File: src/design/sasa_pkg.sv
// Shared types and constants for the shadow atlas slot allocator.
`timescale 1ns / 1ps

package sasa_pkg;

    // Fixed field widths
    localparam int ATLAS_W = 10;
    localparam int PROJ_W  = 11;
    localparam int TILE_W  = 11;
    localparam int FIRST_W = 8;
    localparam int COUNT_W = 9;
    localparam int SLOT_W  = 10;

    // Light type codes
    localparam logic [1:0] LIGHT_DIR   = 2'd0;
    localparam logic [1:0] LIGHT_POINT = 2'd1;
    localparam logic [1:0] LIGHT_SPOT  = 2'd2;

    localparam int NUM_TYPES = 3;

    // Per-type record of shadowed lights
    typedef struct packed {
        logic               present;
        logic [FIRST_W-1:0] first;
        logic [COUNT_W-1:0] count;
    } sasa_rec_t;

    typedef sasa_rec_t [NUM_TYPES-1:0] sasa_rec_arr_t;

    // Frame counters of fixed width
    typedef struct packed {
        logic [PROJ_W-1:0] proj;
        logic [TILE_W-1:0] tile;
    } sasa_ctr_t;

    // One result item
    typedef struct packed {
        logic [7:0]         linear_index;
        logic [SLOT_W-1:0]  projection_slot;
        logic               has_tile;
        logic [SLOT_W-1:0]  tile_slot;
        logic               type_first_valid;
        logic [FIRST_W-1:0] type_first;
        logic [COUNT_W-1:0] type_count;
    } sasa_result_t;

endpackage

File: src/design/shadow_atlas_slot_allocator.sv
// Top level of the shadow atlas slot allocator: handshakes, frame state, result register.
`timescale 1ns / 1ps

// One light request is taken per cycle and its result appears in the result register: the
// request lands in an input register, the allocation logic (counter adds and compares) reads
// that register and the result register loads together with the frame counters, so each light
// sees the state left by the one before it. Sustained rate is one light per cycle; a stall on
// the result side holds the result register and then the input register, and in_stall rises
// only when both are full. The atlas size register is written through the cfg port at any
// time (cfg_ready is always high) but must only change while no light is in flight.
module shadow_atlas_slot_allocator
    import sasa_pkg::*;
#(
    parameter int CASCADES   = 4,
    parameter int MAX_LIGHTS = 256
)
(
    input  logic                clk,
    input  logic                rst_n,
    // Light requests
    input  logic                in_valid,
    output logic                in_stall,
    input  logic                frame_start,
    input  logic [1:0]          light_type,
    input  logic                casts_shadow,
    // Allocation results
    output logic                out_valid,
    input  logic                out_stall,
    output logic [7:0]          linear_index,
    output logic [SLOT_W-1:0]   projection_slot,
    output logic                has_tile,
    output logic [SLOT_W-1:0]   tile_slot,
    output logic                type_first_valid,
    output logic [FIRST_W-1:0]  type_first,
    output logic [COUNT_W-1:0]  type_count,
    // Atlas size register
    input  logic                cfg_valid,
    output logic                cfg_ready,
    input  logic [ATLAS_W-1:0]  cfg_data
);

    localparam int LC_W = $clog2(MAX_LIGHTS + 1);

    logic               s1_valid_reg;
    logic               s1_frame_start_reg;
    logic [1:0]         s1_type_reg;
    logic               s1_shadow_reg;
    logic               out_valid_reg;
    sasa_result_t       res_reg;
    logic [ATLAS_W-1:0] atlas_reg;
    logic [LC_W-1:0]    lc_reg;
    sasa_ctr_t          ctr_reg;
    sasa_rec_arr_t      recs_reg;

    logic [LC_W-1:0]    lc_next;
    sasa_ctr_t          ctr_next;
    sasa_rec_arr_t      recs_next;
    sasa_result_t       res_next;
    logic               advance;
    logic               in_take;
    logic               s1_fire;

    // Handshake control
    assign advance   = !out_valid_reg || !out_stall;
    assign s1_fire   = s1_valid_reg && advance;
    assign in_stall  = s1_valid_reg && !advance;
    assign in_take   = in_valid && !in_stall;
    assign cfg_ready = 1'b1;

    sasa_calc #(
        .CASCADES   (CASCADES),
        .MAX_LIGHTS (MAX_LIGHTS),
        .LC_W       (LC_W)
    ) u_calc (
        .frame_start  (s1_frame_start_reg),
        .light_type   (s1_type_reg),
        .casts_shadow (s1_shadow_reg),
        .atlas_tiles  (atlas_reg),
        .lc_cur       (lc_reg),
        .ctr_cur      (ctr_reg),
        .recs_cur     (recs_reg),
        .lc_next      (lc_next),
        .ctr_next     (ctr_next),
        .recs_next    (recs_next),
        .result       (res_next)
    );

    // Hold the atlas size
    always_ff @(posedge clk or negedge rst_n)
    begin
        if (!rst_n)
        begin
            atlas_reg <= ATLAS_W'(32);
        end
        else if (cfg_valid && cfg_ready)
        begin
            atlas_reg <= cfg_data;
        end
    end

    // Advance the valid bits
    always_ff @(posedge clk or negedge rst_n)
    begin
        if (!rst_n)
        begin
            s1_valid_reg  <= 1'b0;
            out_valid_reg <= 1'b0;
        end
        else
        begin
            if (in_take)
            begin
                s1_valid_reg <= 1'b1;
            end
            else if (s1_fire)
            begin
                s1_valid_reg <= 1'b0;
            end
            if (advance)
            begin
                out_valid_reg <= s1_valid_reg;
            end
        end
    end

    // Capture the request
    always_ff @(posedge clk)
    begin
        if (in_take)
        begin
            s1_frame_start_reg <= frame_start;
            s1_type_reg        <= light_type;
            s1_shadow_reg      <= casts_shadow;
        end
    end

    // Update the frame state as a light moves to the result register
    always_ff @(posedge clk or negedge rst_n)
    begin
        if (!rst_n)
        begin
            lc_reg   <= '0;
            ctr_reg  <= '0;
            recs_reg <= '0;
        end
        else if (s1_fire)
        begin
            lc_reg   <= lc_next;
            ctr_reg  <= ctr_next;
            recs_reg <= recs_next;
        end
    end

    // Load the result
    always_ff @(posedge clk)
    begin
        if (s1_fire)
        begin
            res_reg <= res_next;
        end
    end

    assign out_valid        = out_valid_reg;
    assign linear_index     = res_reg.linear_index;
    assign projection_slot  = res_reg.projection_slot;
    assign has_tile         = res_reg.has_tile;
    assign tile_slot        = res_reg.tile_slot;
    assign type_first_valid = res_reg.type_first_valid;
    assign type_first       = res_reg.type_first;
    assign type_count       = res_reg.type_count;

    // A frame-start light is always the first of its frame
    a_frame_index_zero: assert property (@(posedge clk) disable iff (!rst_n)
        s1_fire && s1_frame_start_reg |=> linear_index == 8'd0)
        else $error("frame start light did not get index zero");

    // A granted tile is always counted in its type record
    a_tile_recorded: assert property (@(posedge clk) disable iff (!rst_n)
        out_valid && has_tile |-> type_first_valid && (type_count != '0))
        else $error("granted tile missing from type record");

    // No tile means tile slot reads zero
    a_no_tile_zero: assert property (@(posedge clk) disable iff (!rst_n)
        out_valid && !has_tile |-> tile_slot == '0)
        else $error("tile slot nonzero without a tile");

endmodule

File: src/design/sasa_calc.sv
// Combinational slot allocation for one light: result and next frame state.
`timescale 1ns / 1ps

module sasa_calc
    import sasa_pkg::*;
#(
    parameter int CASCADES   = 4,
    parameter int MAX_LIGHTS = 256,
    parameter int LC_W       = $clog2(MAX_LIGHTS + 1)
)
(
    input  logic                frame_start,
    input  logic [1:0]          light_type,
    input  logic                casts_shadow,
    input  logic [ATLAS_W-1:0]  atlas_tiles,
    input  logic [LC_W-1:0]     lc_cur,
    input  sasa_ctr_t           ctr_cur,
    input  sasa_rec_arr_t       recs_cur,
    output logic [LC_W-1:0]     lc_next,
    output sasa_ctr_t           ctr_next,
    output sasa_rec_arr_t       recs_next,
    output sasa_result_t        result
);

    localparam int IDX_W  = $clog2(MAX_LIGHTS);
    localparam int CMP_W  = (IDX_W > FIRST_W) ? IDX_W : FIRST_W;
    localparam int PSUM_W = PROJ_W + 1;

    logic [LC_W-1:0]   lc;
    sasa_ctr_t         ctr;
    sasa_rec_arr_t     recs;
    logic [IDX_W-1:0]  idx;
    logic [CMP_W-1:0]  idx_ext;
    logic              is_dir;
    logic              is_spot;
    logic              is_known;
    logic [PSUM_W-1:0] proj_sum;
    logic [TILE_W-1:0] atlas_ext;
    logic [TILE_W-1:0] room;
    logic              got;
    sasa_rec_t         rec;
    sasa_rec_t         rec_upd;

    always_comb
    begin
        // Drop the frame state on frame start
        lc   = frame_start ? '0 : lc_cur;
        ctr  = frame_start ? '0 : ctr_cur;
        recs = frame_start ? '0 : recs_cur;

        // Linear index, saturating at the last light
        if (lc < LC_W'(MAX_LIGHTS))
        begin
            idx     = IDX_W'(lc);
            lc_next = lc + LC_W'(1);
        end
        else
        begin
            idx     = IDX_W'(MAX_LIGHTS - 1);
            lc_next = lc;
        end
        idx_ext = CMP_W'(idx);

        is_dir   = (light_type == LIGHT_DIR);
        is_spot  = (light_type == LIGHT_SPOT);
        is_known = is_dir || is_spot || (light_type == LIGHT_POINT);

        // Projection slots: directional takes a cascade set, spot takes one
        proj_sum = {1'b0, ctr.proj} + (is_dir ? PSUM_W'(CASCADES) : PSUM_W'(1));
        ctr_next.proj = ctr.proj;
        if (is_dir || is_spot)
        begin
            ctr_next.proj = proj_sum[PSUM_W-1] ? '1 : proj_sum[PROJ_W-1:0];
        end

        // Atlas tiles, only while room remains
        atlas_ext = TILE_W'(atlas_tiles);
        room      = atlas_ext - ctr.tile;
        got       = casts_shadow && is_known && (ctr.tile < atlas_ext)
                    && (!is_dir || (room >= TILE_W'(CASCADES)));
        ctr_next.tile = ctr.tile;
        if (got)
        begin
            ctr_next.tile = ctr.tile + (is_dir ? TILE_W'(CASCADES) : TILE_W'(1));
        end

        // Select the record of this light's type
        unique case (light_type)
            LIGHT_DIR:   rec = recs[0];
            LIGHT_POINT: rec = recs[1];
            LIGHT_SPOT:  rec = recs[2];
            default:     rec = '0;
        endcase

        // Update the record when a tile was granted
        rec_upd = rec;
        if (got)
        begin
            if (!rec.present || (idx_ext < CMP_W'(rec.first)))
            begin
                rec_upd.first   = idx_ext[FIRST_W-1:0];
                rec_upd.present = 1'b1;
            end
            if (rec.count != '1)
            begin
                rec_upd.count = rec.count + COUNT_W'(1);
            end
        end

        recs_next = recs;
        unique case (light_type)
            LIGHT_DIR:   recs_next[0] = rec_upd;
            LIGHT_POINT: recs_next[1] = rec_upd;
            LIGHT_SPOT:  recs_next[2] = rec_upd;
            default:     recs_next    = recs;
        endcase

        // Assemble the result
        result.linear_index     = idx_ext[7:0];
        result.projection_slot  = '0;
        if (is_dir || is_spot)
        begin
            result.projection_slot = ctr.proj[PROJ_W-1] ? '1 : ctr.proj[SLOT_W-1:0];
        end
        result.has_tile         = got;
        result.tile_slot        = got ? ctr.tile[SLOT_W-1:0] : '0;
        result.type_first_valid = rec_upd.present;
        result.type_first       = rec_upd.present ? rec_upd.first : '0;
        result.type_count       = rec_upd.count;
    end

endmodule

File: config.mk
export PLATFORM = sky130hd
export DESIGN_NAME = shadow_atlas_slot_allocator
export DESIGN_NICKNAME = d
export VERILOG_FILES = /design/src/design/sasa_pkg.sv /design/src/design/shadow_atlas_slot_allocator.sv /design/src/design/sasa_calc.sv
export SDC_FILE = /design/constraint.sdc
export NUM_CORES = 1
export LEC_CHECK = 0
export ABC_CLOCK_PERIOD_IN_PS = 5550
export BUFFER_PORTS_ARGS = -buffer_cell sky130_fd_sc_hd__buf_2
export CAP_MARGIN = 5
export CORE_ASPECT_RATIO = 0.6
export CORE_MARGIN = 5
export CORE_UTILIZATION = 40
export DETAILED_ROUTE_END_ITERATION = 10
export HOLD_SLACK_MARGIN = 0.08
export PLACE_DENSITY_LB_ADDON = 0.2
export SYNTH_ARGS = -nofsm -noshare
export SYNTH_HDL_FRONTEND = slang
export SYNTH_HIERARCHICAL = 1
export SYNTH_SLANG_ARGS = --single-unit
File: constraint.sdc
create_clock -name clk -period 5.55 [get_ports clk]
set_input_delay 0.8325 -clock clk [delete_from_list [all_inputs] [get_ports clk]]
set_output_delay 0.8325 -clock clk [all_outputs]
set_load 0.01 [all_outputs]
### Word-level counts from Yosys, hierarchy flattened

Cells that the tools add are included.

* reductions and logical operators: 19
* add/sub/neg operators: 5
* mux-type cells: 20
* $lt $le $gt $ge: 4
* eq/ne operators: 3

Operator list (number)
* 2-to-1 mux 18 bit: 4
* 2-to-1 mux 54 bit: 1
* case mux 18 bit (3 select lines): 1
* 2-to-1 mux 9 bit: 4
* 2-to-1 mux 11 bit: 3
* 2-to-1 mux 22 bit: 1
* adder 9 x 1 -> 9 bit, second input constant: 2
* adder 11 x 12 -> 12 bit: 1
* adder 11 bit: 1
* >= comparator 11 x 3 -> 1 bit, second input constant: 1
* < comparator 11 x 10 -> 1 bit: 1
* subtractor 10 x 11 -> 11 bit: 1
* 2-to-1 mux 10 bit: 1
* < comparator 9 bit, second input constant: 1
* inequality test 9 bit, second input constant: 1
* < comparator 8 bit: 1
* 2-to-1 mux 8 bit: 1
* logical AND 1 bit: 6
* zero test 1 bit: 6
* 2-to-1 mux 3 bit: 2
* logical OR 1 bit: 5
* == test 2 x 1 -> 1 bit, second input constant: 1
* == test 2 bit, second input constant: 1
* zero test 2 bit: 1
* 2 further kinds: 3

* word-level logic and storage cells: 76
* bits of input ports: 19
* output and inout bits: 50
* flip-flop bits (word level): 148

### Depth between registers and ports, before layout

Gate-level depths: netlist of the first run.

* depth after elaboration: 8
* mapped depth: 19
* mapped depth without buffers: 14

### Hierarchy

The synthesis of the first run kept the hierarchy.

Modules (own cells, without submodules)
* shadow_atlas_slot_allocator: instances 1, sequential area each 3960.0 sq um, area an instance 5361.4 sq um, cells each 261
* sasa_calc: instances 1, sequential area each 0.0 sq um, area an instance 3636.0 sq um, cells each 570

### Least setup slack after synthesis of the first run

Ideal clock, no wire load.

* path type: reg2reg
* start: register s1_frame_start_reg
* end: register recs_reg[37] (netlist bit)
* cell stages (with the launch flop): 19
* path slack: 1145 ps
* buffers on the path: 4
* library setup time: 125 ps
* period minus slack after synthesis: 4405 ps
* data required time: 5425 ps
* arrival: 4280 ps
* cell sequence: edfxtp_1 > clkbuf_1 > clkbuf_1 > clkbuf_1 > nor2b_1 > ha_1 > inv_1 > fa_1 > a211o_1 > o211a_2 > a311oi_2 > xnor2_1 > or4_4 > o21ai_2 > buf_6 > inv_4 > nand3_1 > mux2_1 > mux2_2

RTL lines
* start: declaration: RTL line shadow_atlas_slot_allocator.sv:45 `logic s1_frame_start_reg;`
* start signal: assignment: RTL line shadow_atlas_slot_allocator.sv:131 `s1_frame_start_reg <= frame_start;`
* end signal: assignment: RTL line shadow_atlas_slot_allocator.sv:150 `recs_reg <= recs_next;`
* end: declaration: RTL line shadow_atlas_slot_allocator.sv:53 `sasa_rec_arr_t recs_reg;`

==> flow_metrics.tcl, run 1 <==
set metrics [dict create \
    power_density_nw_per_um2 291 \
    synth.avg_cell_area_sq_um 10.8 \
    die_x_microns 204 \
    critPathCaptureType "flop" \
    fillers 2062 \
    grt_antenna_before_repair 0 \
    min_from "s1_valid_reg$_DFFE_PN0P_" \
    finalWirelength_microns 21600 \
    path_max_fanout 11 \
    cap_violations 0 \
    yosysWarnings 6 \
    min_delay_path_depth 1 \
    r2r.worst_path.cells 14 \
    syn_inst 831 \
    drtIter0Drc 509 \
    maxSlewHeadroom_pct 34.7 \
    ant_nets 0 \
    start_kind "flop" \
    syn_nets 877 \
    io_buffers 67 \
    syn-cell-area_sq_um 9000 \
    crit_type "reg2reg" \
    layout.cells.non_filler 1185 \
    hold-path-endpoint "out_valid$_DFFE_PN0P_" \
    grt_pass1_vias 6035 \
    cts_tree "built" \
    gp_congestion 0.855 \
    final_common_cell "dfrtp_1" \
    fin_skew_ns 0.00909 \
    fp.dieH_microns 126 \
    ys_types 71 \
    final_hold_viol_count 0 \
    start_util_pct 40.8 \
    path_clk_slew_ns 0.06 \
    power.total_w 0.00294 \
    yosys.area.top_type "dfrtp_1" \
    antenna_cells 0 \
    fin_crit_sh_pct 83.1 \
    tightest_slew_ns 0.969 \
    cts_made_buffers 17 \
    max_freq_ghz 0.217 \
    rows 42 \
    worstPathRequired_ns 5.86 \
    cts_root_buf "clkbuf_16" \
    cts_buffer_depth 2 \
    post-route-util_pct 45.9 \
    grt_pass1_wl_microns 34900 \
    vias_per_cell 5.40 \
    synth_edf_count 51 \
    async_flop_share_pct 65.5 \
    multiInputGateArea_sq_um 4600 \
    ys_seq_area_share_pct 44.0 \
    drv_slew 0 \
    die-area_sq_um 25700 \
    min_period_ns 4.61 \
    nets 932 \
    finalSetupViolations 0 \
    cts_sinks 148 \
    wl_per_cell_microns 18.2 \
    dp_hpwl_microns 14700 \
    synthDominantCellAreaShare_pct 26.7 \
    cp.arrival_ns 4.93 \
    hold_ws_ns 0.478 \
    htree_levels 4 \
    postCtsHoldBufs 0 \
    ys.flop_type "dfrtp_1" \
    rr_endpoint "recs_reg[34]$_DFFE_PN0P_" \
    grt_max_degree 133 \
    leakage_nw 4.48 \
    layout-area-overhead-vs-synth_pct 12.6 \
    clock_latency_ns 0.43 \
    ys_ff_latch 148 \
    synth.area.top_cells "dfrtp_1 27%, edfxtp_1 17%, mux2_2 7.4%" \
    outcome "finished clean" \
    drive_above_1_share_pct 25.6 \
    most-common-layout-cells "96 x dfrtp_1, 95 x nand2_1, 66 x buf_2" \
    rsz0062_at_grt "no" \
    core_sq_um 22100 \
    grt_usage_pct 17.1 \
    hold_class "reg2reg" \
    grt-ovfl-total 0 \
    cts_setup_buffers 0 \
    r2r-start "s1_frame_start_reg$_DFFE_PP_" \
    ir_drop_mv 0.199 \
    drc 0 \
    first_pass_iters 5 \
    dr_total_vias 6404 \
    largest_register_ffs 54 \
    place_inst 1153 \
    ios 69 \
    cts_resized 0 \
    r2r_slack_ns 0.94 \
    fin_setup_tns_ns 0 \
    regArea_sq_um 3960 \
]
metal layers:
layer / wire [microns] / GRT usage (%)
met1: 12200 / 28.5
met2: 8150 / 21.8
met3: 1060 / 3.91
met4: 161 / 3.73
met5: 0 / 0
critical path, cell delays in order, from the launching register on:
cell	delay, ns
edfxtp_1	0.49
nor2b_1	0.43
ha_1	0.25
inv_1	0.05
fa_1	0.40
a211o_1	0.29
o211a_2	0.15
a311oi_2	0.36
xnor2_1	0.15
or4_4	0.51
o21ai_1	0.18
buf_4	0.26
nand2b_1	0.53
mux2i_1	0.14
mux2_2	0.30
logic make-up (layout without fill, tap and decap cells):
family | Yosys count | after routing | synth area share [%]
other cells | 1 | 1 | 0.0417
xor+xnor | 34 | 34 | 3.31
simple gates | 259 | 259 | 13.9
mux | 153 | 153 | 20.0
fa+ha+maj | 27 | 27 | 3.84
compound gates | 128 | 128 | 10.1
flops | 148 | 148 | 44.0
buf+inv | 81 | 149 | 4.83
report_power, final:
part / switching (W) / internal [W] / total (W)
Sequential: 0.0000515 / 0.00121 / 0.00126
Clock: 0.000480 / 0.000716 / 0.00120
Combinational: 0.000280 / 0.000207 / 0.000486
Total: 0.000811 / 0.00213 / 0.00294
layout make-up:
type                            count  area share (%)
Multi-Input combinational cell    602            45.5
Sequential cell                   148            39.1
Timing Repair Buffer               84            4.72
Clock buffer                       19            4.37
Tap cell                          286            3.53
Clock inverter                     13            1.57
Inverter                           33            1.25
how the worst max path moves through the flow:
stage / from / endpoint / slack, ns / depth (start not counted)
global placement: s1_frame_start_reg$_DFFE_PP_ / recs_reg[32]$_DFFE_PN0P_ / 0.97 / 14
CTS: s1_frame_start_reg$_DFFE_PP_ / recs_reg[34]$_DFFE_PN0P_ / 0.94 / 14
finish: s1_frame_start_reg$_DFFE_PP_ / recs_reg[34]$_DFFE_PN0P_ / 0.94 / 14
global route: s1_frame_start_reg$_DFFE_PP_ / recs_reg[34]$_DFFE_PN0P_ / 0.71 / 14
floorplan: s1_frame_start_reg$_DFFE_PP_ / recs_reg[37]$_DFFE_PN0P_ / 1.15 / 18
detailed placement: s1_frame_start_reg$_DFFE_PP_ / recs_reg[32]$_DFFE_PN0P_ / 0.94 / 14
metrics by stage:
stage          area [sq um]  setup slack, ns
2_1_floorplan          9000             1.15
3_3_place_gp           9530            0.973
3_5_place_dp           9530            0.942
4_1_cts               10100            0.944
5_1_grt               10100            0.708
6_report              10100            0.935
Yosys cell counts, types with 9 or more instances:
cell type  count
dfrtp_1       96
nand2_1       95
mux2_2        59
mux2i_1       54
edfxtp_1      51
nor2_1        45
mux2_4        39
o21ai_0       32
inv_1         30
ha_1          26
nand3_1       24
xnor2_1       23
nor2b_1       22
clkbuf_1      20
a21oi_1       19
o21a_1        14
nand4_1       12
nor3_1        12
nor4_1        11
xor2_1        11
buf_4         10
o211ai_1       9
No activity file was read; power rests on OpenSTA's default activity.
==> inputs of run 2 (changes only) <==
- ABC_CLOCK_PERIOD_IN_PS: 5550 -> 4800
- clock period: 5.55 -> 4.8 ns (I/O delays scaled with it)
==> run 2 against run 1 <==
Net effect:
- critical path depth shrank 1
- hold slack lost 0.043 ns
- non-clock buffer count grew 4
- cell count grew 0.34%
- flip-flop and latch count unchanged
- sequential share of layout area fell by 0.14 points
- sequential power up 16%
- power grew 16%
- die area is the same
- maximum frequency increased by 4.5%
- critical endpoint is now recs_reg[30]$_DFFE_PN0P_
- largest cell class unchanged
- largest power group unchanged
==> flow_metrics.tcl, run 2 (synthesis results as in run 1) <==
set metrics [dict create \
    largest_register_ffs 54 \
    r2r-start "s1_frame_start_reg$_DFFE_PP_" \
    layout-area-overhead-vs-synth_pct 13.0 \
    rows 42 \
    final_common_cell "dfrtp_1" \
    r2r.worst_path.cells 13 \
    outcome "finished clean" \
    io_buffers 67 \
    grt_antenna_before_repair 0 \
    start_util_pct 40.8 \
    finalWirelength_microns 22000 \
    ant_nets 0 \
    cap_violations 0 \
    cts_sinks 148 \
    cts_made_buffers 17 \
    hold_ws_ns 0.435 \
    cts_root_buf "clkbuf_16" \
    grt_usage_pct 17.6 \
    cts_buffer_depth 2 \
    fin_crit_sh_pct 92.0 \
    drive_above_1_share_pct 25.5 \
    dr_total_vias 6436 \
    final_area_sq_um 10200 \
    place_inst 1157 \
    min_period_ns 4.41 \
    drc 0 \
    cts_setup_buffers 0 \
    hold_class "in2async" \
    core_sq_um 22100 \
    most-common-layout-cells "96 x dfrtp_1, 95 x nand2_1, 66 x buf_2" \
    drtIter0Drc 385 \
    dp_hpwl_microns 15100 \
    cp.arrival_ns 4.74 \
    grt_pass1_wl_microns 35500 \
    layout.cells.non_filler 1189 \
    gp_congestion 0.850 \
    place_area_sq_um 9570 \
    power_density_nw_per_um2 335 \
    htree_levels 4 \
    drv_slew 0 \
    critPathCaptureType "flop" \
    grt_max_degree 72 \
    finalSetupViolations 0 \
    cts_tree "built" \
    tightest_slew_ns 1.23 \
    path_max_fanout 8 \
    die_x_microns 204 \
    die-area_sq_um 25700 \
    path_clk_slew_ns 0.06 \
    grt_pass1_vias 6183 \
    post-route-util_pct 46.0 \
    grt-ovfl-total 0 \
    maxSlewHeadroom_pct 16.8 \
    leakage_nw 4.52 \
    clock_latency_ns 0.44 \
    vias_per_cell 5.41 \
    ir_drop_mv 0.241 \
    first_pass_iters 5 \
    max_freq_ghz 0.227 \
    rsz0062_at_grt "no" \
    fin_skew_ns 0.00651 \
    fillers 2042 \
    nets 936 \
    crit_type "reg2reg" \
    postCtsHoldBufs 0 \
    final_hold_viol_count 0 \
    wl_per_cell_microns 18.5 \
    cts_resized 0 \
    ios 69 \
    fp.dieH_microns 126 \
    start_kind "flop" \
    cp-startpoint "s1_frame_start_reg$_DFFE_PP_" \
    worstPathRequired_ns 5.12 \
    antenna_cells 0 \
    fin_setup_tns_ns 0 \
]
-- run 2: cell type report --
type                    instances  area [sq um]  share of cell area, %
well taps                     286           358                   3.52
flip-flops and latches        148          3960                   39.0
clock inverters                10           131                   1.29
clock buffers                  22           464                   4.57
multi-input cells             602          4600                   45.3
inverters                      33           126                   1.24
repair buffers                 88           520                   5.12
-- run 2: path summary, 6_finish.rpt --
path | end | slack [ns]
max reg2reg | recs_reg[30]$_DFFE_PN0P_ | 0.39
min in group clk | s1_shadow_reg$_DFFE_PP_ | 0.45
max | recs_reg[30]$_DFFE_PN0P_ | 0.39
min reg2reg | out_valid$_DFFE_PN0P_ | 0.48
min | recs_reg[26]$_DFFE_PN0P_ | 0.44
max in group asynchronous | atlas_reg[5]$_DFFE_PN1P_ | 3.35
-- run 2: routing by layer --
metal / GRT usage [%] / vias up / part of all wire [%]
met5: 0 / - / 0
met4: 5.27 / 0 / 1.3
met1: 28.5 / 3129 / 55
li1: - / 3116 / -
met2: 22.5 / 169 / 38
met3: 4.21 / 22 / 6.2
-- run 2: stage by stage --
step	setup WS (ns)	power, W
6_report	0.385	0.00341
5_1_grt	0.180	0.00355
4_1_cts	0.429	0.00344
3_5_place_dp	0.461	0.00205
3_3_place_gp	0.502	0.00205
2_1_floorplan	0.395	0.00188
-- run 2: critical path, stage by stage, from the launching register on --
cell and delay [ns]:
edfxtp_1 0.45, nor2b_1 0.31, ha_1 0.23, inv_1 0.05
fa_1 0.41, a211o_1 0.30, o211a_2 0.15, a311oi_2 0.37
xnor2_1 0.13, or4_4 0.52, o21ai_1 0.36, nand2b_1 0.55
mux2i_1 0.16, mux2_2 0.30
-- run 2: power breakdown --
part / switching [W] / total, W / internal [W]
registers: 0.0000574 / 0.00146 / 0.00140
clock network: 0.000539 / 0.00138 / 0.000840
logic: 0.000329 / 0.000571 / 0.000242
total: 0.000926 / 0.00341 / 0.00248
